$ cat src/hdl/sbmp_pkg.sv
// Shared types, codes and helpers for the backend message parser.
// No dependencies; every other file of the block but sbmp_in_reg imports this package.
`default_nettype none

package sbmp_pkg;

    // Result classes carried on item_class.
    localparam logic [3:0] CLS_TYPE      = 4'd0;
    localparam logic [3:0] CLS_LENGTH    = 4'd1;
    localparam logic [3:0] CLS_COLCOUNT  = 4'd2;
    localparam logic [3:0] CLS_COLLENGTH = 4'd3;
    localparam logic [3:0] CLS_COLVALUE  = 4'd4;
    localparam logic [3:0] CLS_COLNAME   = 4'd5;
    localparam logic [3:0] CLS_COLATTR   = 4'd6;
    localparam logic [3:0] CLS_FIELDCODE = 4'd7;
    localparam logic [3:0] CLS_STRING    = 4'd8;
    localparam logic [3:0] CLS_FIXED     = 4'd9;
    localparam logic [3:0] CLS_IGNORED   = 4'd10;

    // Message type letters.
    localparam logic [7:0] MSG_DATA_ROW    = 8'h44; // 'D'
    localparam logic [7:0] MSG_ROW_DESC    = 8'h54; // 'T'
    localparam logic [7:0] MSG_ERROR       = 8'h45; // 'E'
    localparam logic [7:0] MSG_NOTICE      = 8'h4E; // 'N'
    localparam logic [7:0] MSG_NOTIFY      = 8'h41; // 'A'
    localparam logic [7:0] MSG_CMD_DONE    = 8'h43; // 'C'
    localparam logic [7:0] MSG_READY       = 8'h5A; // 'Z'
    localparam logic [7:0] MSG_KEY_DATA    = 8'h4B; // 'K'
    localparam logic [7:0] MSG_AUTH        = 8'h52; // 'R'
    localparam logic [7:0] MSG_PARAM_STAT  = 8'h53; // 'S'
    localparam logic [7:0] STATUS_IDLE     = 8'h49; // 'I'

    localparam logic [31:0] NULL_LENGTH    = 32'hFFFF_FFFF;
    localparam logic [31:0] HEADER_LENGTH  = 32'd4;
    localparam logic [7:0]  ATTR_LAST_OFF  = 8'd17;  // 18-byte attribute block
    localparam logic [7:0]  F4_LAST_OFF    = 8'd3;
    localparam logic [7:0]  OFFSET_MAX     = 8'd255;

    typedef enum logic [2:0] {
        KIND_NONE,
        KIND_F4,
        KIND_F1,
        KIND_STR,
        KIND_REST
    } kind_t;

    typedef struct packed {
        logic [7:0]  msg_type;
        logic [3:0]  item_class;
        logic [7:0]  data_byte;
        logic [15:0] column_index;
        logic [7:0]  field_offset;
        logic [7:0]  field_code;
        logic        end_of_field;
        logic        end_of_message;
        logic        null_column;
        logic        ready_idle;
        logic        length_error;
    } result_t;

    // Layout of the simple message bodies: kind of the k-th field.
    function automatic kind_t field_kind(input logic [7:0] t, input logic [31:0] k);
        kind_t kind;
        kind = KIND_NONE;
        unique case (t)
            MSG_NOTIFY:     kind = (k == 32'd0) ? KIND_F4 :
                                   ((k <= 32'd2) ? KIND_STR : KIND_NONE);
            MSG_KEY_DATA:   kind = (k <= 32'd1) ? KIND_F4 : KIND_NONE;
            MSG_PARAM_STAT: kind = (k <= 32'd1) ? KIND_STR : KIND_NONE;
            MSG_CMD_DONE:   kind = (k == 32'd0) ? KIND_STR : KIND_NONE;
            MSG_AUTH:       kind = (k == 32'd0) ? KIND_F4 :
                                   ((k == 32'd1) ? KIND_REST : KIND_NONE);
            MSG_READY:      kind = (k == 32'd0) ? KIND_F1 : KIND_NONE;
            default:        kind = KIND_NONE;
        endcase
        return kind;
    endfunction

endpackage

`default_nettype wire

$ cat src/hdl/sbmp_in_reg.sv
// Input register of the message parser: holds one received byte.
// Self-contained; it uses nothing from the other files of the block.
`default_nettype none

module sbmp_in_reg
(
    input  wire logic       clk,
    input  wire logic       rst_n,
    input  wire logic       rx_valid,
    output logic            rx_stall,
    input  wire logic [7:0] rx_byte,
    input  wire logic       take,
    output logic            held_valid,
    output logic [7:0]      held_byte
);
    logic       valid_reg;
    logic [7:0] byte_reg;

    // The register is free when empty or when its byte moves on this cycle.
    assign rx_stall   = valid_reg && !take;
    assign held_valid = valid_reg;
    assign held_byte  = byte_reg;

    always_ff @(posedge clk or negedge rst_n)
    begin
        if (!rst_n)
        begin
            valid_reg <= 1'b0;
        end
        else if (rx_valid && !rx_stall)
        begin
            valid_reg <= 1'b1;
        end
        else if (take)
        begin
            valid_reg <= 1'b0;
        end
    end

    always_ff @(posedge clk)
    begin
        if (rx_valid && !rx_stall)
        begin
            byte_reg <= rx_byte;
        end
    end

endmodule

`default_nettype wire

$ cat src/hdl/sbmp_parser.sv
// Parse state and the single-pass classification of one byte.
// Depends on sbmp_pkg for result_t, class codes, type letters and field_kind.
`default_nettype none

module sbmp_parser
(
    input  wire logic              clk,
    input  wire logic              rst_n,
    input  wire logic              step,
    input  wire logic [7:0]        in_byte,
    output sbmp_pkg::result_t      result
);
    import sbmp_pkg::*;

    typedef enum logic [3:0] {
        PH_TYPE,
        PH_LEN,
        PH_COUNT,
        PH_COLLEN,
        PH_COLVAL,
        PH_NAME,
        PH_ATTR,
        PH_CODE,
        PH_STRING,
        PH_FIXED,
        PH_REST,
        PH_IGNORE
    } phase_t;

    phase_t      phase_reg,    phase_next;
    logic [7:0]  type_reg,     type_next;
    logic [31:0] remain_reg,   remain_next;
    logic [31:0] shift_reg,    shift_next;
    logic [31:0] sub_reg,      sub_next;
    logic [15:0] cols_reg,     cols_next;
    logic [15:0] colnum_reg,   colnum_next;
    logic [7:0]  ecode_reg,    ecode_next;
    logic [7:0]  offset_reg,   offset_next;

    logic        last;
    logic        do_next_col;
    logic        do_start;
    logic        do_clear;
    logic [31:0] start_k;
    logic [31:0] shifted;
    logic [31:0] sub_dec;
    kind_t       start_kind;
    logic        is_error_msg;

    always_comb
    begin
        phase_next  = phase_reg;
        type_next   = type_reg;
        remain_next = remain_reg;
        shift_next  = shift_reg;
        sub_next    = sub_reg;
        cols_next   = cols_reg;
        colnum_next = colnum_reg;
        ecode_next  = ecode_reg;
        offset_next = offset_reg;

        result            = '0;
        result.data_byte  = in_byte;
        result.item_class = CLS_IGNORED;

        last        = 1'b0;
        do_next_col = 1'b0;
        do_start    = 1'b0;
        do_clear    = 1'b0;
        start_k     = sub_reg + 32'd1;
        shifted     = {shift_reg[23:0], in_byte};
        sub_dec     = sub_reg - 32'd1;
        is_error_msg = (type_reg == MSG_ERROR) || (type_reg == MSG_NOTICE);

        unique case (phase_reg)
            PH_TYPE:
            begin
                type_next         = in_byte;
                result.item_class = CLS_TYPE;
                do_clear          = 1'b1;
            end
            PH_LEN:
            begin
                result.item_class   = CLS_LENGTH;
                result.field_offset = offset_reg;
                shift_next          = shifted;
                if (offset_reg >= F4_LAST_OFF)
                begin
                    if (shifted <= HEADER_LENGTH)
                    begin
                        result.length_error   = (shifted < HEADER_LENGTH);
                        result.end_of_message = 1'b1;
                        do_clear              = 1'b1;
                    end
                    else
                    begin
                        remain_next = shifted - HEADER_LENGTH;
                        offset_next = '0;
                        shift_next  = '0;
                        ecode_next  = '0;
                        if ((type_reg == MSG_DATA_ROW) || (type_reg == MSG_ROW_DESC))
                        begin
                            phase_next = PH_COUNT;
                        end
                        else if (is_error_msg)
                        begin
                            phase_next = PH_CODE;
                        end
                        else
                        begin
                            do_start = 1'b1;
                            start_k  = '0;
                        end
                    end
                end
                else
                begin
                    offset_next = offset_reg + 8'd1;
                end
            end
            default:
            begin
                remain_next = remain_reg - 32'd1;
                last        = (remain_reg == 32'd1);
                unique case (phase_reg)
                    PH_COUNT:
                    begin
                        result.item_class   = CLS_COLCOUNT;
                        result.field_offset = offset_reg;
                        shift_next          = shifted;
                        if (offset_reg >= 8'd1)
                        begin
                            result.end_of_field = 1'b1;
                            cols_next   = shifted[15:0];
                            colnum_next = '0;
                            offset_next = '0;
                            shift_next  = '0;
                            if (shifted[15:0] == 16'd0)
                            begin
                                phase_next = PH_IGNORE;
                            end
                            else
                            begin
                                phase_next = (type_reg == MSG_DATA_ROW) ? PH_COLLEN : PH_NAME;
                            end
                        end
                        else
                        begin
                            offset_next = offset_reg + 8'd1;
                        end
                    end
                    PH_COLLEN:
                    begin
                        result.item_class   = CLS_COLLENGTH;
                        result.column_index = colnum_reg;
                        result.field_offset = offset_reg;
                        shift_next          = shifted;
                        if (offset_reg >= F4_LAST_OFF)
                        begin
                            if (shifted == NULL_LENGTH)
                            begin
                                result.null_column  = 1'b1;
                                result.end_of_field = 1'b1;
                                do_next_col         = 1'b1;
                            end
                            else if (shifted == 32'd0)
                            begin
                                result.end_of_field = 1'b1;
                                do_next_col         = 1'b1;
                            end
                            else
                            begin
                                sub_next   = shifted;
                                phase_next = PH_COLVAL;
                            end
                        end
                        else
                        begin
                            offset_next = offset_reg + 8'd1;
                        end
                    end
                    PH_COLVAL:
                    begin
                        result.item_class   = CLS_COLVALUE;
                        result.column_index = colnum_reg;
                        sub_next            = sub_dec;
                        if (sub_dec == 32'd0)
                        begin
                            result.end_of_field = 1'b1;
                            do_next_col         = 1'b1;
                        end
                    end
                    PH_NAME:
                    begin
                        result.item_class   = CLS_COLNAME;
                        result.column_index = colnum_reg;
                        if (in_byte == 8'd0)
                        begin
                            result.end_of_field = 1'b1;
                            offset_next         = '0;
                            phase_next          = PH_ATTR;
                        end
                    end
                    PH_ATTR:
                    begin
                        result.item_class   = CLS_COLATTR;
                        result.column_index = colnum_reg;
                        result.field_offset = offset_reg;
                        if (offset_reg >= ATTR_LAST_OFF)
                        begin
                            result.end_of_field = 1'b1;
                            do_next_col         = 1'b1;
                        end
                        else
                        begin
                            offset_next = offset_reg + 8'd1;
                        end
                    end
                    PH_CODE:
                    begin
                        result.item_class = CLS_FIELDCODE;
                        result.field_code = in_byte;
                        ecode_next        = in_byte;
                        phase_next        = (in_byte == 8'd0) ? PH_IGNORE : PH_STRING;
                    end
                    PH_STRING:
                    begin
                        result.item_class = CLS_STRING;
                        result.field_code = ecode_reg;
                        if (in_byte == 8'd0)
                        begin
                            result.end_of_field = 1'b1;
                            if (is_error_msg)
                            begin
                                phase_next = PH_CODE;
                            end
                            else
                            begin
                                do_start = 1'b1;
                            end
                        end
                    end
                    PH_FIXED:
                    begin
                        result.item_class   = CLS_FIXED;
                        result.field_offset = offset_reg;
                        result.ready_idle   = (type_reg == MSG_READY) && (in_byte == STATUS_IDLE);
                        if ((field_kind(type_reg, sub_reg) == KIND_F1)
                            || (offset_reg >= F4_LAST_OFF))
                        begin
                            result.end_of_field = 1'b1;
                            do_start            = 1'b1;
                        end
                        else
                        begin
                            offset_next = offset_reg + 8'd1;
                        end
                    end
                    PH_REST:
                    begin
                        result.item_class   = CLS_FIXED;
                        result.field_offset = offset_reg;
                        result.end_of_field = last;
                        if (offset_reg != OFFSET_MAX)
                        begin
                            offset_next = offset_reg + 8'd1;
                        end
                    end
                    default:
                    begin
                        result.item_class = CLS_IGNORED;
                    end
                endcase
            end
        endcase

        // Advance to the next column of a data row or row description.
        if (do_next_col)
        begin
            cols_next   = cols_reg - 16'd1;
            colnum_next = colnum_reg + 16'd1;
            offset_next = '0;
            shift_next  = '0;
            if (cols_reg == 16'd1)
            begin
                phase_next = PH_IGNORE;
            end
            else
            begin
                phase_next = (type_reg == MSG_DATA_ROW) ? PH_COLLEN : PH_NAME;
            end
        end

        // Open the next field of a simple message body.
        start_kind = field_kind(type_reg, start_k);
        if (do_start)
        begin
            sub_next    = start_k;
            offset_next = '0;
            unique case (start_kind)
                KIND_F4, KIND_F1: phase_next = PH_FIXED;
                KIND_STR:         phase_next = PH_STRING;
                KIND_REST:        phase_next = PH_REST;
                default:          phase_next = PH_IGNORE;
            endcase
        end

        if (last)
        begin
            result.end_of_message = 1'b1;
            do_clear              = 1'b1;
        end

        if (do_clear)
        begin
            phase_next  = (phase_reg == PH_TYPE) ? PH_LEN : PH_TYPE;
            remain_next = '0;
            shift_next  = '0;
            sub_next    = '0;
            cols_next   = '0;
            colnum_next = '0;
            ecode_next  = '0;
            offset_next = '0;
        end

        result.msg_type = type_next;
    end

    always_ff @(posedge clk or negedge rst_n)
    begin
        if (!rst_n)
        begin
            phase_reg  <= PH_TYPE;
            type_reg   <= '0;
            remain_reg <= '0;
            shift_reg  <= '0;
            sub_reg    <= '0;
            cols_reg   <= '0;
            colnum_reg <= '0;
            ecode_reg  <= '0;
            offset_reg <= '0;
        end
        else if (step)
        begin
            phase_reg  <= phase_next;
            type_reg   <= type_next;
            remain_reg <= remain_next;
            shift_reg  <= shift_next;
            sub_reg    <= sub_next;
            cols_reg   <= cols_next;
            colnum_reg <= colnum_next;
            ecode_reg  <= ecode_next;
            offset_reg <= offset_next;
        end
    end

endmodule

`default_nettype wire

$ cat src/hdl/sbmp_out_reg.sv
// Result register of the message parser: holds one classified byte.
// Depends on sbmp_pkg for result_t.
`default_nettype none

module sbmp_out_reg
(
    input  wire logic              clk,
    input  wire logic              rst_n,
    input  wire logic              load_valid,
    input  sbmp_pkg::result_t      load_data,
    output logic                   can_load,
    output logic                   res_valid,
    input  wire logic              res_stall,
    output sbmp_pkg::result_t      res_data
);
    import sbmp_pkg::*;

    logic    valid_reg;
    result_t data_reg;

    // Free when empty or when the held result is taken this cycle.
    assign can_load  = !valid_reg || !res_stall;
    assign res_valid = valid_reg;
    assign res_data  = data_reg;

    always_ff @(posedge clk or negedge rst_n)
    begin
        if (!rst_n)
        begin
            valid_reg <= 1'b0;
        end
        else if (can_load)
        begin
            valid_reg <= load_valid;
        end
    end

    always_ff @(posedge clk)
    begin
        if (can_load && load_valid)
        begin
            data_reg <= load_data;
        end
    end

endmodule

`default_nettype wire

$ cat src/hdl/sql_backend_message_parser.sv
// Backend message parser: frames and classifies a received byte stream.
// Path: input register, then the parse logic, then the result register.
// Throughput: one byte per cycle, held back only by stalls on the result side.
// The rate is set by the single-pass parse logic between the input and
// result registers; the parse state updates once per byte.
// Reset (rst_n low, asynchronous) empties both registers and awaits a type byte.
`default_nettype none

// Structure:
//   sbmp_in_reg  - one-byte input register on the rx channel.
//   sbmp_parser  - message state (phase, lengths, column counters, field
//                  code) and the combinational step that classifies the
//                  held byte and computes the next state.
//   sbmp_out_reg - result register on the res channel.
// A byte moves from the input register through the parser into the result
// register whenever the result register is empty or its result is being
// taken in the same cycle, so a new request is accepted every cycle as long
// as the consumer takes each result as it appears. A stalled result lets one
// more byte into the input register, after which the rx channel stalls too.
module sql_backend_message_parser
(
    input  wire logic        clk,
    input  wire logic        rst_n,

    input  wire logic        rx_valid,
    output logic             rx_stall,
    input  wire logic [7:0]  rx_byte,

    output logic             res_valid,
    input  wire logic        res_stall,
    output logic [7:0]       msg_type,
    output logic [3:0]       item_class,
    output logic [7:0]       data_byte,
    output logic [15:0]      column_index,
    output logic [7:0]       field_offset,
    output logic [7:0]       field_code,
    output logic             end_of_field,
    output logic             end_of_message,
    output logic             null_column,
    output logic             ready_idle,
    output logic             length_error
);
    import sbmp_pkg::*;

    logic       held_valid;
    logic [7:0] held_byte;
    logic       can_load;
    logic       step;
    result_t    step_result;
    result_t    res_data;

    // The parser consumes the held byte exactly when its result can be stored.
    assign step = held_valid && can_load;

    sbmp_in_reg u_in_reg
    (
        .clk        (clk),
        .rst_n      (rst_n),
        .rx_valid   (rx_valid),
        .rx_stall   (rx_stall),
        .rx_byte    (rx_byte),
        .take       (can_load),
        .held_valid (held_valid),
        .held_byte  (held_byte)
    );

    sbmp_parser u_parser
    (
        .clk     (clk),
        .rst_n   (rst_n),
        .step    (step),
        .in_byte (held_byte),
        .result  (step_result)
    );

    sbmp_out_reg u_out_reg
    (
        .clk        (clk),
        .rst_n      (rst_n),
        .load_valid (held_valid),
        .load_data  (step_result),
        .can_load   (can_load),
        .res_valid  (res_valid),
        .res_stall  (res_stall),
        .res_data   (res_data)
    );

    // Result fields, one port each.
    assign msg_type       = res_data.msg_type;
    assign item_class     = res_data.item_class;
    assign data_byte      = res_data.data_byte;
    assign column_index   = res_data.column_index;
    assign field_offset   = res_data.field_offset;
    assign field_code     = res_data.field_code;
    assign end_of_field   = res_data.end_of_field;
    assign end_of_message = res_data.end_of_message;
    assign null_column    = res_data.null_column;
    assign ready_idle     = res_data.ready_idle;
    assign length_error   = res_data.length_error;

endmodule

`default_nettype wire

$ cat config.mk
export PLATFORM = sky130hd
export DESIGN_NAME = sql_backend_message_parser
export DESIGN_NICKNAME = d
export VERILOG_FILES = /design/src/hdl/sbmp_pkg.sv /design/src/hdl/sbmp_in_reg.sv /design/src/hdl/sbmp_parser.sv /design/src/hdl/sbmp_out_reg.sv /design/src/hdl/sql_backend_message_parser.sv
export SDC_FILE = /design/constraint.sdc
export NUM_CORES = 1
export LEC_CHECK = 0
export ABC_AREA = 1
export CORE_MARGIN = 5
export CORE_UTILIZATION = 30
export DETAILED_ROUTE_END_ITERATION = 7
export DONT_BUFFER_PORTS = 1
export MAX_ROUTING_LAYER = met4
export PLACE_DENSITY = 0.42
export SYNTH_ARGS = -nofsm -noshare
export SYNTH_HDL_FRONTEND = slang
export SYNTH_SLANG_ARGS = --single-unit
$ cat constraint.sdc
create_clock -name clk -period 7.8 [get_ports clk]
set_input_delay 1.17 -clock clk [delete_from_list [all_inputs] [get_ports clk]]
set_output_delay 1.17 -clock clk [all_outputs]
set_load 0.01 [all_outputs]
-- Yosys cells after proc, flatten, opt, wreduce, memory -nomap -nowiden
Cells that the tools add are included.
- output and inout bits: 59
- input port bits: 12
- flip-flop bits (word level): 215
- word-level logic and storage cells: 266
- reduce and logical (&&, ||, !) cells: 44
- equal/unequal tests: 55
- magnitude comparators: 9
- bitwise gates (word level): 4
- mux-type cells: 124
- add/subtract/negate cells: 7
- operator list (kind ; count):
    $mux W32 ; 14
    $mux W16 ; 10
    $logic_not A32 Y1 ; 4
    $mux W8 ; 16
    $pmux W32 S2 ; 2
    $mux W24 ; 5
    $eq A32 B1 Y1 const B ; 3
    $pmux W24 S2 ; 2
    $eq A8 B7 Y1 const B ; 11
    $le A32 B1 Y1 const B ; 2
    $le A32 B2 Y1 const B ; 2
    $pmux W8 S2 ; 4
    $sub A32 B1 Y32 const B ; 2
    $mux W4 ; 15
    $pmux W8 S6 ; 1
    $ne A6 B3 Y1 const B ; 6
    $pmux W3 S6 ; 2
    $add A32 B1 Y32 const B ; 1
    $eq A32 B32 Y1 const B ; 1
    $le A32 B3 Y1 const B ; 1
    $lt A32 B3 Y1 const B ; 1
    $pmux W4 S8 ; 1
    $sub A32 B3 Y32 const B ; 1
    $mux W3 ; 9
    54 further kinds ; 127

-- Depth between registers and ports, before layout
Gate-level depths: netlist of the first run.
- depth after elaboration: 16
- mapped depth: 22
- gate-level depth less buffers: 22

-- By module
Synthesis of the first run repeated with hierarchy kept, for this count alone.
- cell total of the unflattened synthesis: 2045
- area total of the unflattened synthesis: 14615.3 sq um
- by module, submodules not included (module ; times used ; sequential area each (sq um) ; area an instance (sq um) ; cells each):
    sbmp_parser ; 1 ; 3703.6 ; 12557.0 ; 1966
    sbmp_out_reg ; 1 ; 1736.7 ; 1752.9 ; 62
    sbmp_in_reg ; 1 ; 265.3 ; 297.8 ; 15
    sql_backend_message_parser ; 1 ; 0.0 ; 7.5 ; 2

-- Least setup slack after synthesis of the first run
No wires, ideal clock.
- kind: input to register
- start: input port res_stall
- end: register u_out_reg.data_reg, in the netlist u_out_reg.res_data[0] (enable)
- path buffers: 2
- library setup time: 441 ps
- stages: 5
- required time: 7359 ps
- arrival: 3531 ps
- path slack: 3827 ps
- cell sequence: nand2_1 inv_1 nor2_1 clkbuf_1 clkbuf_1
- longest elaborated chain between the ends: 3
- ends and longest elaborated chain (item ; RTL line ; source):
    start: declaration ; sql_backend_message_parser.sv:30 ; input wire logic res_stall,
    $logic_not A1 Y1 ; sbmp_out_reg.sv:22 ; assign can_load = !valid_reg || !res_stall;
    $logic_or A1 B1 Y1 ; sbmp_out_reg.sv:22 ;
    $logic_and A1 B1 Y1 ; n/a ;
    named net step ; sql_backend_message_parser.sv:48 ; logic step;
    end signal: assignment ; sbmp_out_reg.sv:42 ; data_reg <= load_data;
    end: declaration ; sbmp_out_reg.sv:19 ; result_t data_reg;
The timed path passes the listed nets, and every way through them passes these cells.
A chain may end at the register's enable or synchronous reset.

-- Worst setup path in the final report of the first run
- start: register u_in_reg.byte_reg[2] (netlist: u_in_reg.held_byte[2])
- end: register u_parser.sub_reg[30]
- longest elaborated chain between the ends: 7
- elaborated cells on any way between the ends: 24
- classes of those cells: order compare: 1; eq/ne: 5; mux: 14; reduce/logical: 4
- ends and longest elaborated chain (item ; RTL line ; source):
    start: declaration ; sbmp_in_reg.sv:17 ; logic [7:0] byte_reg;
    start signal: assignment ; sbmp_in_reg.sv:44 ; byte_reg <= rx_byte;
    $le A32 B3 Y1 ; sbmp_parser.sv:89 ; if (shifted <= HEADER_LENGTH)
    $mux W1 ; sbmp_parser.sv:89 ;
    $mux W1 ; sbmp_parser.sv:87 ; if (offset_reg >= F4_LAST_OFF)
    $pmux W1 S2 ; sbmp_parser.sv:75 ; unique case (phase_reg)
    $mux W1 ; sbmp_parser.sv:308 ; if (last)
    $ne A4 B2 Y1 (no line), or another cell as far along ; n/a ;
    $reduce_and A6 Y1 (no line) ; n/a ;
    end signal: assignment ; sbmp_parser.sv:349 ; sub_reg <= sub_next;
    end: declaration ; sbmp_parser.sv:34 ; logic [31:0] sub_reg, sub_next;
Parallel ways exist; a longest one is shown, timed or not.

==> results of run 1 <==
-- worst register-to-register path, cell delays in order, from the launching register on --
cell and delay (ns):
edfxtp_1 0.90, inv_1 0.29, ha_1 0.30, inv_1 0.13, nor2_4 0.07, nand2_1 0.10, nand2_1 0.07, nand2_1 0.14
nand2_2 0.47, nand2_1 0.19, nand2_1 0.38, inv_2 0.17, nor2_2 0.06, o21ai_1 0.08, and3_2 0.17, buf_4 0.55
nand3_1 0.25, o21ai_1 0.14
-- layout make-up --
type,instances,area [um2],share of cell area
Multi-Input combinational cell,1434,7460,0.469
Sequential cell,215,5710,0.359
Inverter,252,953,0.0600
Tap cell,615,769,0.0484
Clock buffer,33,751,0.0472
Clock inverter,19,181,0.0114
Timing Repair Buffer,11,82.6,0.00519
-- cells by family (layout without fill, tap and decap cells) --
group	after synthesis	in the layout	synth area share
buffers and inverters	343	315	0.0992
flip-flops	215	215	0.391
XOR/XNOR	77	77	0.0467
AO/OA/AOI/OAI	353	353	0.151
AND/OR/NAND/NOR	988	988	0.299
adder cells (fa/ha/maj)	16	16	0.0137
-- per-layer routing --
metal	track usage	share of wire	vias to the layer above	wire length, um
met1	0.280	0.47	6498	25000
met3	0.0224	0.044	77	2330
li1	-	-	6526	-
met5	-	0	-	0
met4	0.0479	0.026	0	1370
met2	0.313	0.46	301	24200
-- metrics by stage --
stage,cells,util,setup slack (ns),total power [mW],instance area [um2]
after floorplan,1992,-,3.83,4.29,14600
after global placement,2527,0.312,3.28,5.27,15000
after detailed placement,2527,0.312,3.36,5.26,15000
after CTS,2579,0.332,3.33,6.63,15900
after global routing,2579,0.332,2.93,7.11,15900
final,2579,0.332,3.26,6.59,15900
-- cells in the mapped netlist (all sizes together) (3+ instances only) --
library cell and count:
inv 249, buf 55, xor2 69, o211ai 19, nand3 144, a32o 9, nor4 13, o21a 4
dfrtp 150, nand3b 5, o2111ai 21, a31oi 4, nor2 282, and3 4, clkinv 3, nor3 43
o31ai 25, o22ai 32, edfxtp 65, xnor2 8, a21oi 54, o21ai 175, nand2 447, a211oi 3
nand4 44, nor3b 4, clkbuf 36, ha 16
-- cells in the final DEF (no fill, tap or decap), drive strengths merged, types with 5 or more instances in the layout --
cell type	Yosys	routed
buf	55	11
ha	16	16
o211ai	19	19
o22ai	32	32
nand3b	5	5
a21oi	54	54
nand3	144	144
nor4	13	13
edfxtp	65	65
xor2	69	69
nor3	43	43
o21ai	175	175
a32o	9	9
nand4	44	44
clkinv	3	15
inv	249	249
dfrtp	150	150
clkbuf	36	33
o2111ai	21	21
nand2	447	447
o31ai	25	25
nor2	282	282
xnor2	8	8
-- path summary, 6_finish.rpt --
check / start / endpoint / slack, ns / depth (start not counted)
min in group clk: u_parser.colnum_reg[5] / u_parser.colnum_reg[5] / 0.48 / 2
hold / removal: rst_n / u_parser.sub_reg[27] / 0.31 / 0
hold reg to reg: u_parser.colnum_reg[5] / u_parser.colnum_reg[5] / 0.48 / 2
setup / recovery: u_in_reg.held_byte[2] / u_parser.sub_reg[30] / 3.26 / 17
max in group asynchronous: rst_n / u_parser.sub_reg[12] / 7.21 / 0
setup reg to reg: u_in_reg.held_byte[2] / u_parser.sub_reg[30] / 3.26 / 17
-- where the power goes --
part           switching, mW  total, mW  internal, mW  leakage, nW
Combinational           2.29       3.22         0.934         3.76
Sequential             0.513       2.05          1.53         2.61
Clock                  0.541       1.33         0.784        0.447
Total                   3.34       6.59          3.25         6.82
==> results.json, run 1 <==
{
  "status": "complete, no violations",
  "start_util": 0.305,
  "worst_path_most_repeated_cell": "nand2_1",
  "cts-resized-gates": 0,
  "synth_seq_area_share": 0.391,
  "coreArea_mm2": 0.0479,
  "die_h_um": 231,
  "cts_setup_buffers": 0,
  "nFillCells": 5125,
  "drt-initial-drc-count": 1256,
  "cts_hold_buf": 0,
  "antenna_found_initial": 0,
  "synthCells": 1992,
  "crit_buf_inv": 4,
  "synthFlopType": "dfrtp_1",
  "ys_async_sr_fraction": 0.698,
  "synth_area_mm2": 0.0146,
  "final_hold_viol_count": 0,
  "cts_sinks": 215,
  "nNetsFinal": 1970,
  "ys_warn_count": 0,
  "row_count": 80,
  "dieArea_mm2": 0.0532,
  "routed_wl_um": 52900,
  "gp_congestion": 0.905,
  "period_needed_ns": 4.54,
  "setup-violations-final": 0,
  "grt_first_pass_wirelength_um": 81700,
  "viasPerCell": 5.20,
  "pwr_density_cell_mw_per_mm2": 415,
  "clock_path_buffers": 3,
  "root_buffer": "clkbuf_16",
  "critPathLaunchType": "flip-flop",
  "cp_slowest_cell": "edfxtp_1",
  "syn_avg_cell_area_um2": 7.33,
  "yosys_register_bits": 215,
  "cts_tree": "done",
  "leakage_nw": 6.82,
  "critical_path_peak_fanout": 64,
  "yosysTopAreaCellShare": 0.257,
  "critPathRequiredTime_ns": 8.28,
  "portBuffers": 0,
  "ir_drop_mv": 0.170,
  "io-pin-count": 71,
  "areaGrowthSynthToFinish_pct": 8.89,
  "drive_gt1_frac": 0.0718,
  "ant_nets": 0,
  "vias": 13402,
  "hpwl_um": 38300,
  "min_path_type": "primary input to asynchronous set/reset pin",
  "numCtsBuffers": 28,
  "timing.slew.headroom": 0.340,
  "synth_area_leaders": "dfrtp_1 (26%), edfxtp_1 (13%), nand2_1 (11%)",
  "fin_setup_tns_ns": 0,
  "drv_slew": 0,
  "cpPeakStageDelay_ns": 0.90,
  "rsz0062_at_grt": "no",
  "hold-worst-slack_ns": 0.309,
  "clkTransAtPathRegs_ns": 0.06,
  "end_kind": "flip-flop",
  "worstPathCellList": "inv_1, ha_1, inv_1, nor2_4, nand2_1, nand2_1, nand2_1, nand2_2, nand2_1, nand2_1, inv_2, nor2_2, o21ai_1, and3_2, buf_4, nand3_1, o21ai_1",
  "worst-setup-path-type": "flip-flop to flip-flop",
  "grt_pass1_vias": 12963,
  "die_x_um": 231,
  "drc": 0,
  "finClkSkew_ns": 0.0213,
  "critPathTopFamily": "simple AND/OR/NAND/NOR gates",
  "synth.largest_area_cell": "dfrtp_1",
  "diodes": 0,
  "largest_reg_flops": 57,
  "grt_use_total": 0.200,
  "syn_nets": 2020,
  "arrival_ns": 5.02,
  "maxCapViolations": 0,
  "synth_cell_types": 57,
  "synth_edf_count": 65,
  "finalCritPeriodShare": 0.582,
  "overflow": 0,
  "tightest_slew_ns": 0.986,
  "fmaxAchievable_mhz": 220,
  "wl_per_cell_um": 20.5,
  "grt_max_degree": 151,
  "clkLatencyLatePin_ns": 0.57,
  "first_pass_iters": 5,
  "cts_max_level": 1
}
(Power assumes the default switching activity.)
==> run 2: changes to the inputs <==
--- a/config.mk
+++ b/config.mk
@@ -5,7 +5,7 @@
 export SDC_FILE = /design/constraint.sdc
 export NUM_CORES = 1
 export LEC_CHECK = 0
-export ABC_AREA = 1
+export ABC_AREA = 0
 export CORE_MARGIN = 5
 export CORE_UTILIZATION = 30
 export DETAILED_ROUTE_END_ITERATION = 7
==> constraint.sdc (replaced) <==
create_clock -name clk -period 4.8 [get_ports clk]
set_input_delay 0.72 -clock clk [delete_from_list [all_inputs] [get_ports clk]]
set_output_delay 0.72 -clock clk [all_outputs]
set_load 0.01 [all_outputs]
==> run 2 against run 1 <==
  * Maximum frequency is 4.1% higher
  * Global-route usage is 1.3 points lower
  * Clock skew is 0.014 ns lower
  * Synthesized area decreased by 2.5%
  * Via count down 5.3%
  * Combinational power up 76%
  * Final area grew 1.3%
  * Largest cell class unchanged
==> results.json, run 2 <==
{
  "fmaxAchievable_mhz": 229,
  "synth.largest_area_cell": "dfrtp_1",
  "synthCells": 1654,
  "cts_max_level": 1,
  "min_path_type": "primary input to asynchronous set/reset pin",
  "numCtsBuffers": 28,
  "yosysTopAreaCellShare": 0.264,
  "yosysMostFrequentCell": "nor2_1",
  "routed_wl_um": 49100,
  "setup-violations-final": 0,
  "timing.slew.headroom": 0.269,
  "reg2reg_to": "u_parser.offset_reg[2]",
  "gp_congestion": 0.885,
  "period_needed_ns": 4.36,
  "critPathLaunchType": "flip-flop",
  "cpPeakStageDelay_ns": 0.87,
  "portBuffers": 0,
  "overflow": 0,
  "hpwl_um": 34200,
  "leakage_nw": 6.27,
  "cts_tree": "done",
  "critical_path_peak_fanout": 26,
  "maxCapViolations": 0,
  "cp_slowest_cell": "or4_1",
  "viasPerCell": 5.62,
  "diodes": 0,
  "syn_nets": 1682,
  "syn_avg_cell_area_um2": 8.61,
  "nNetsFinal": 1657,
  "final_cell_mix": "nor2_1 (159), nand2_1 (158), dfrtp_1 (150)",
  "multi_input_area_mm2": 0.00775,
  "status": "complete, no violations",
  "clock_path_buffers": 3,
  "synth_seq_area_share": 0.401,
  "cts_sinks": 215,
  "dieArea_mm2": 0.0519,
  "rsz0062_at_grt": "no",
  "die_x_um": 228,
  "synth_cell_types": 87,
  "critPathRequiredTime_ns": 5.26,
  "ant_nets": 0,
  "row_count": 79,
  "worst-setup-path-type": "flip-flop to flip-flop",
  "finClkSkew_ns": 0.00693,
  "r2r_start": "u_parser.sub_reg[1]",
  "synthTopCellsByCount": "nor2_1 (159), nand2_1 (158), dfrtp_1 (150), o21ai_0 (89), clkbuf_1 (86)",
  "grt_first_pass_wirelength_um": 76600,
  "clkTransAtPathRegs_ns": 0.06,
  "worstPathCellList": "inv_1, ha_1, o21bai_1, a311oi_1, o22ai_1, or4_1, or4_1, nand2_4, buf_4, o41ai_1, a22o_1",
  "finalCritPeriodShare": 0.909,
  "dr_wl_met2_um": 21500,
  "end_kind": "flip-flop",
  "crit_end": "u_parser.offset_reg[2]",
  "critPathTopFamily": "simple AND/OR/NAND/NOR gates",
  "pwr_density_cell_mw_per_mm2": 692,
  "fin_setup_tns_ns": 0,
  "tightest_slew_ns": 1.09,
  "met1_length_um": 23700,
  "grt_max_degree": 151,
  "ys_async_sr_fraction": 0.698,
  "nFillCells": 4878,
  "arrival_ns": 4.83,
  "final_hold_viol_count": 0,
  "root_buffer": "clkbuf_16",
  "drive_gt1_frac": 0.102,
  "p_total_mw": 11.1,
  "wl_per_cell_um": 21.7,
  "worst_path_most_repeated_cell": "or4_1",
  "antenna_found_initial": 0,
  "largest_reg_flops": 57,
  "yosys_register_bits": 215,
  "areaGrowthSynthToFinish_pct": 13.2,
  "r2r_cells": 11,
  "ys_warn_count": 0,
  "io-pin-count": 71,
  "drv_slew": 0,
  "synthFlopType": "dfrtp_1",
  "ir_drop_mv": 0.317,
  "clkLatencyLatePin_ns": 0.58,
  "coreArea_mm2": 0.0468,
  "post-route-util": 0.345,
  "crit_buf_inv": 2,
  "drt-initial-drc-count": 1052,
  "layout_commonest_cell": "nor2_1",
  "first_pass_iters": 5,
  "grt_pass1_vias": 12175,
  "synth_area_mm2": 0.0142,
  "path_depth": 11,
  "area.sequential_mm2": 0.00571,
  "wl_met3_um": 2660,
  "die_h_um": 228,
  "cp-startpoint": "u_parser.sub_reg[1]",
  "drc": 0,
  "synth_area_leaders": "dfrtp_1 (26%), edfxtp_1 (14%), nor2_1 (4.2%)",
  "start_util": 0.304,
  "grt_use_total": 0.187,
  "synth_edf_count": 65,
  "highest_layer": "met4",
  "r2r_slack_ns": 0.44,
  "vias": 12698
}
run 2: cell count changes in the layout (fill, tap and decap cells not counted), moves of 26 or more:
cell,change
nand2_1,-284
inv_1,-177
nor2_1,-93
nand3_1,-83
a31oi_1,+67
buf_4,+59
xnor2_1,+53
o31ai_1,+51
o21ai_0,-46
xor2_1,-38
a211oi_1,+31
and2_1,+29
and3_1,+26
run 2: how the worst min path moves through the flow:
stage | startpoint | slack, ns | cells past startpoint | end
final | rst_n | 0.16 | 1 | u_parser.sub_reg[24]
after global placement | rst_n | 0.44 | 0 | u_parser.sub_reg[18]
after CTS | rst_n | 0.21 | 1 | u_parser.sub_reg[24]
after floorplan | rst_n | 0.42 | 0 | u_in_reg.held_valid
after global routing | rx_byte[5] | 0.21 | 0 | u_in_reg.held_byte[5]
after detailed placement | rst_n | 0.44 | 0 | u_parser.sub_reg[21]
run 2: area by class of cell:
class                           instances  area share
Multi-Input combinational cell       1248       0.481
Sequential cell                       215       0.354
Clock buffer                           34      0.0481
Tap cell                              607      0.0471
Timing Repair Buffer                   73      0.0368
Clock inverter                         18      0.0184
Inverter                               63      0.0147
run 2: kinds of logic after synthesis:
| kind of cell | count (synthesis) | synth area share |
|---|---|---|
| buffers and inverters | 191 | 0.0571 |
| muxes | 33 | 0.0245 |
| DFF | 215 | 0.401 |
| and+or+nand+nor | 663 | 0.238 |
| xor gates and xnor gates | 91 | 0.0560 |
| AOI/OAI and AO/OA | 445 | 0.210 |
| adders and majority gates | 16 | 0.0141 |
run 2: timing repair:
| item | 4_1_cts | 5_1_grt |
|---|---|---|
| gates resized for setup | 0 | 0 |
| buffers inserted | 0 | 0 |
| hold endpoints to repair | 150 | 0 |
| hold buffers | 1 | 0 |
run 2: stage by stage:
step / instance area [um2] / setup slack, ns / std cells / hold WS [ns]
detailed placement: 15000 / 0.503 / 2205 / 0.437
global placement: 15000 / 0.555 / 2205 / 0.439
CTS: 16100 / 0.499 / 2258 / 0.206
global route: 16100 / 0.121 / 2258 / 0.208
floorplan: 14200 / 1.01 / 1654 / 0.424
finish: 16100 / 0.438 / 2258 / 0.161
run 2: worst reg2reg max path: stages (launching register included):
cell	delay [ns]
dfrtp_1	0.54
inv_1	0.11
ha_1	0.36
o21bai_1	0.29
a311oi_1	0.34
o22ai_1	0.12
or4_1	0.53
or4_1	0.87
nand2_4	0.45
buf_4	0.27
o41ai_1	0.10
a22o_1	0.26
run 2: routing by layer:
| metal | track usage | vias up |
|---|---|---|
| met4 | 0.0412 | 0 |
| met2 | 0.272 | 330 |
| met5 | - | - |
| met3 | 0.0347 | 62 |
| met1 | 0.272 | 6240 |
| li1 | - | 6066 |
run 2: power by group:
group	total [mW]	switching [mW]	internal (mW)
sequential	3.06	0.672	2.38
clock	2.41	0.887	1.53
combinational	5.68	3.68	1.99
total	11.1	5.24	5.90
==> run 3: changes to the inputs <==
--- a/config.mk
+++ b/config.mk
@@ -8,10 +8,12 @@
 export ABC_AREA = 0
 export CORE_MARGIN = 5
 export CORE_UTILIZATION = 30
+export CTS_BUF_LIST = sky130_fd_sc_hd__clkbuf_16
 export DETAILED_ROUTE_END_ITERATION = 7
 export DONT_BUFFER_PORTS = 1
 export MAX_ROUTING_LAYER = met4
 export PLACE_DENSITY = 0.42
+export REMOVE_ABC_BUFFERS = 1
 export SYNTH_ARGS = -nofsm -noshare
 export SYNTH_HDL_FRONTEND = slang
 export SYNTH_SLANG_ARGS = --single-unit
==> constraint.sdc (replaced) <==
create_clock -name clk -period 4.7 [get_ports clk]
set_input_delay 0.705 -clock clk [delete_from_list [all_inputs] [get_ports clk]]
set_output_delay 0.705 -clock clk [all_outputs]
set_load 0.01 [all_outputs]
==> run 3 against run 2 <==
  * Register-to-register slack improved by 0.09 ns
  * Critical path type unchanged
  * Sequential power decreased by 1%
  * Count of clock-buffer cells in the layout decreased by 7
  * Non-clock buffer count increased by 9
  * Combinational power increased by 3%
==> results.json, run 3 (synthesis gave the netlist of run 2 again) <==
{
  "status": "complete, no violations",
  "cts_sinks": 215,
  "start_util": 0.304,
  "maxCapViolations": 0,
  "tightest_slew_ns": 1.28,
  "hpwl_um": 33900,
  "drc": 0,
  "end_kind": "flip-flop",
  "r2r_start": "u_parser.sub_reg[1]",
  "nNetsFinal": 1665,
  "gp_congestion": 0.858,
  "nFillCells": 4905,
  "clkLatencyLatePin_ns": 0.56,
  "finClkSkew_ns": 0.0241,
  "vias": 12616,
  "routed_wl_um": 48900,
  "pwr_density_cell_mw_per_mm2": 687,
  "grt_pass1_vias": 12009,
  "setup-violations-final": 0,
  "fmaxAchievable_mhz": 239,
  "cts-resized-gates": 0,
  "cts_max_level": 1,
  "clock_path_buffers": 3,
  "drive_gt1_frac": 0.103,
  "worst-setup-path-type": "flip-flop to flip-flop",
  "dieArea_mm2": 0.0519,
  "worstPathCellList": "inv_1, ha_1, nor3_2, nand3b_1, a2111oi_0, a21oi_1, or3_1, or4_1, buf_4, a41oi_2, o41ai_1, a22o_1",
  "grt_first_pass_wirelength_um": 76100,
  "finalCritPeriodShare": 0.889,
  "cts_setup_buffers": 0,
  "pwr-share-clk": 0.189,
  "p_sw_mw": 5.28,
  "p_seq_frac": 0.276,
  "fin_area_mm2": 0.0160,
  "largest_reg_flops": 57,
  "final_hold_viol_count": 0,
  "critPathLaunchType": "flip-flop",
  "drv_slew": 0,
  "first_pass_iters": 5,
  "period_needed_ns": 4.18,
  "numCtsBuffers": 27,
  "antenna_found_initial": 0,
  "cp-startpoint": "u_parser.sub_reg[1]",
  "layout_commonest_cell": "nor2_1",
  "timing.slew.headroom": 0.138,
  "wl_per_cell_um": 21.6,
  "overflow": 0,
  "rsz0062_at_grt": "no",
  "ant_nets": 0,
  "cts_hold_buf": 1,
  "root_buffer": "clkbuf_16",
  "r2r_cells": 12,
  "cp_slowest_cell": "or4_1",
  "die_x_um": 228,
  "p_sw_frac": 0.481,
  "final_cell_mix": "nor2_1 (159), nand2_1 (158), dfrtp_1 (150)",
  "coreArea_mm2": 0.0468,
  "grt_use_total": 0.186,
  "drt-initial-drc-count": 1085,
  "diodes": 0,
  "die_h_um": 228,
  "cpPeakStageDelay_ns": 0.67,
  "combPwrFrac": 0.536,
  "critical_path_peak_fanout": 12,
  "io-pin-count": 71,
  "clkTransAtPathRegs_ns": 0.06,
  "cts_tree": "done",
  "p_total_mw": 11.0,
  "placed_area_mm2": 0.0151,
  "areaGrowthSynthToFinish_pct": 12.1,
  "row_count": 79,
  "critPathRequiredTime_ns": 5.13,
  "grt_max_degree": 151,
  "leakage_nw": 6.23,
  "min_path_type": "primary input to asynchronous set/reset pin",
  "ir_drop_mv": 0.326,
  "portBuffers": 0,
  "p_int_mw": 5.69,
  "arrival_ns": 4.60,
  "viasPerCell": 5.57
}
-- run 3: cell count changes in the layout (fill, tap and decap cells not counted), moves of 3 or more --
cell and delta:
clkbuf_8 -3, bufinv_16 -4, buf_4 +10, clkinv_2 +3
inv_1 +3
-- run 3: worst paths after layout --
check                                          end  slack (ns)
setup / recovery            u_parser.offset_reg[2]        0.52
hold / removal                u_parser.sub_reg[23]        0.14
setup reg to reg            u_parser.offset_reg[2]        0.52
hold reg to reg            u_parser.remain_reg[25]        0.47
max in group asynchronous  u_parser.colnum_reg[11]        3.85
min in group clk             u_in_reg.held_byte[0]        0.24
-- run 3: layout make-up --
cell class	count	area (um2)	share of cell area
multi-input combinational	1248	7740	0.485
sequential	215	5710	0.358
tap	607	759	0.0476
clock buffer	27	676	0.0423
timing repair buffer	82	648	0.0406
inverter	63	238	0.0149
clock inverter	22	193	0.0121
-- run 3: worst max-delay path, delay by kind of cell, from the launching register on --
kind / cells / cell delay [ns]
simple gates: 4 / 1.49
compound gates: 5 / 1.29
buf+inv: 2 / 0.35
flops: 1 / 0.56
fa+ha+maj: 1 / 0.36
-- run 3: routing by layer --
layer  up-vias  track usage  part of all wire
met2       281        0.278              0.44
met5         -            -                 0
li1       6062            -                 -
met1      6219        0.274              0.50
met4         0       0.0397             0.022
met3        54       0.0200             0.038
-- run 3: per-stage QoR --
step / std cells / hold slack, ns / utilization / TNS (ns) / worst slack [ns]
2_1_floorplan: 1526 / 0.409 / - / -175.46 / -2.43
3_3_place_gp: 2214 / 0.418 / 0.322 / 0 / 0.589
3_5_place_dp: 2214 / 0.418 / 0.322 / 0 / 0.586
4_1_cts: 2264 / 0.176 / 0.341 / 0 / 0.562
5_1_grt: 2264 / 0.218 / 0.341 / 0 / 0.225
6_report: 2264 / 0.139 / 0.341 / 0 / 0.524
-- run 3: power by group through the flow --
| stage | combinational [mW] | clock [mW] | sequential [mW] |
|---|---|---|---|
| after floorplan | 3.74 | 0 | 3.06 |
| after global placement | 5.81 | 0 | 3.05 |
| after detailed placement | 5.83 | 0 | 3.05 |
| after CTS | 5.88 | 2.15 | 3.02 |
| after global routing | 6.52 | 2.21 | 3.10 |
| final | 5.87 | 2.07 | 3.02 |
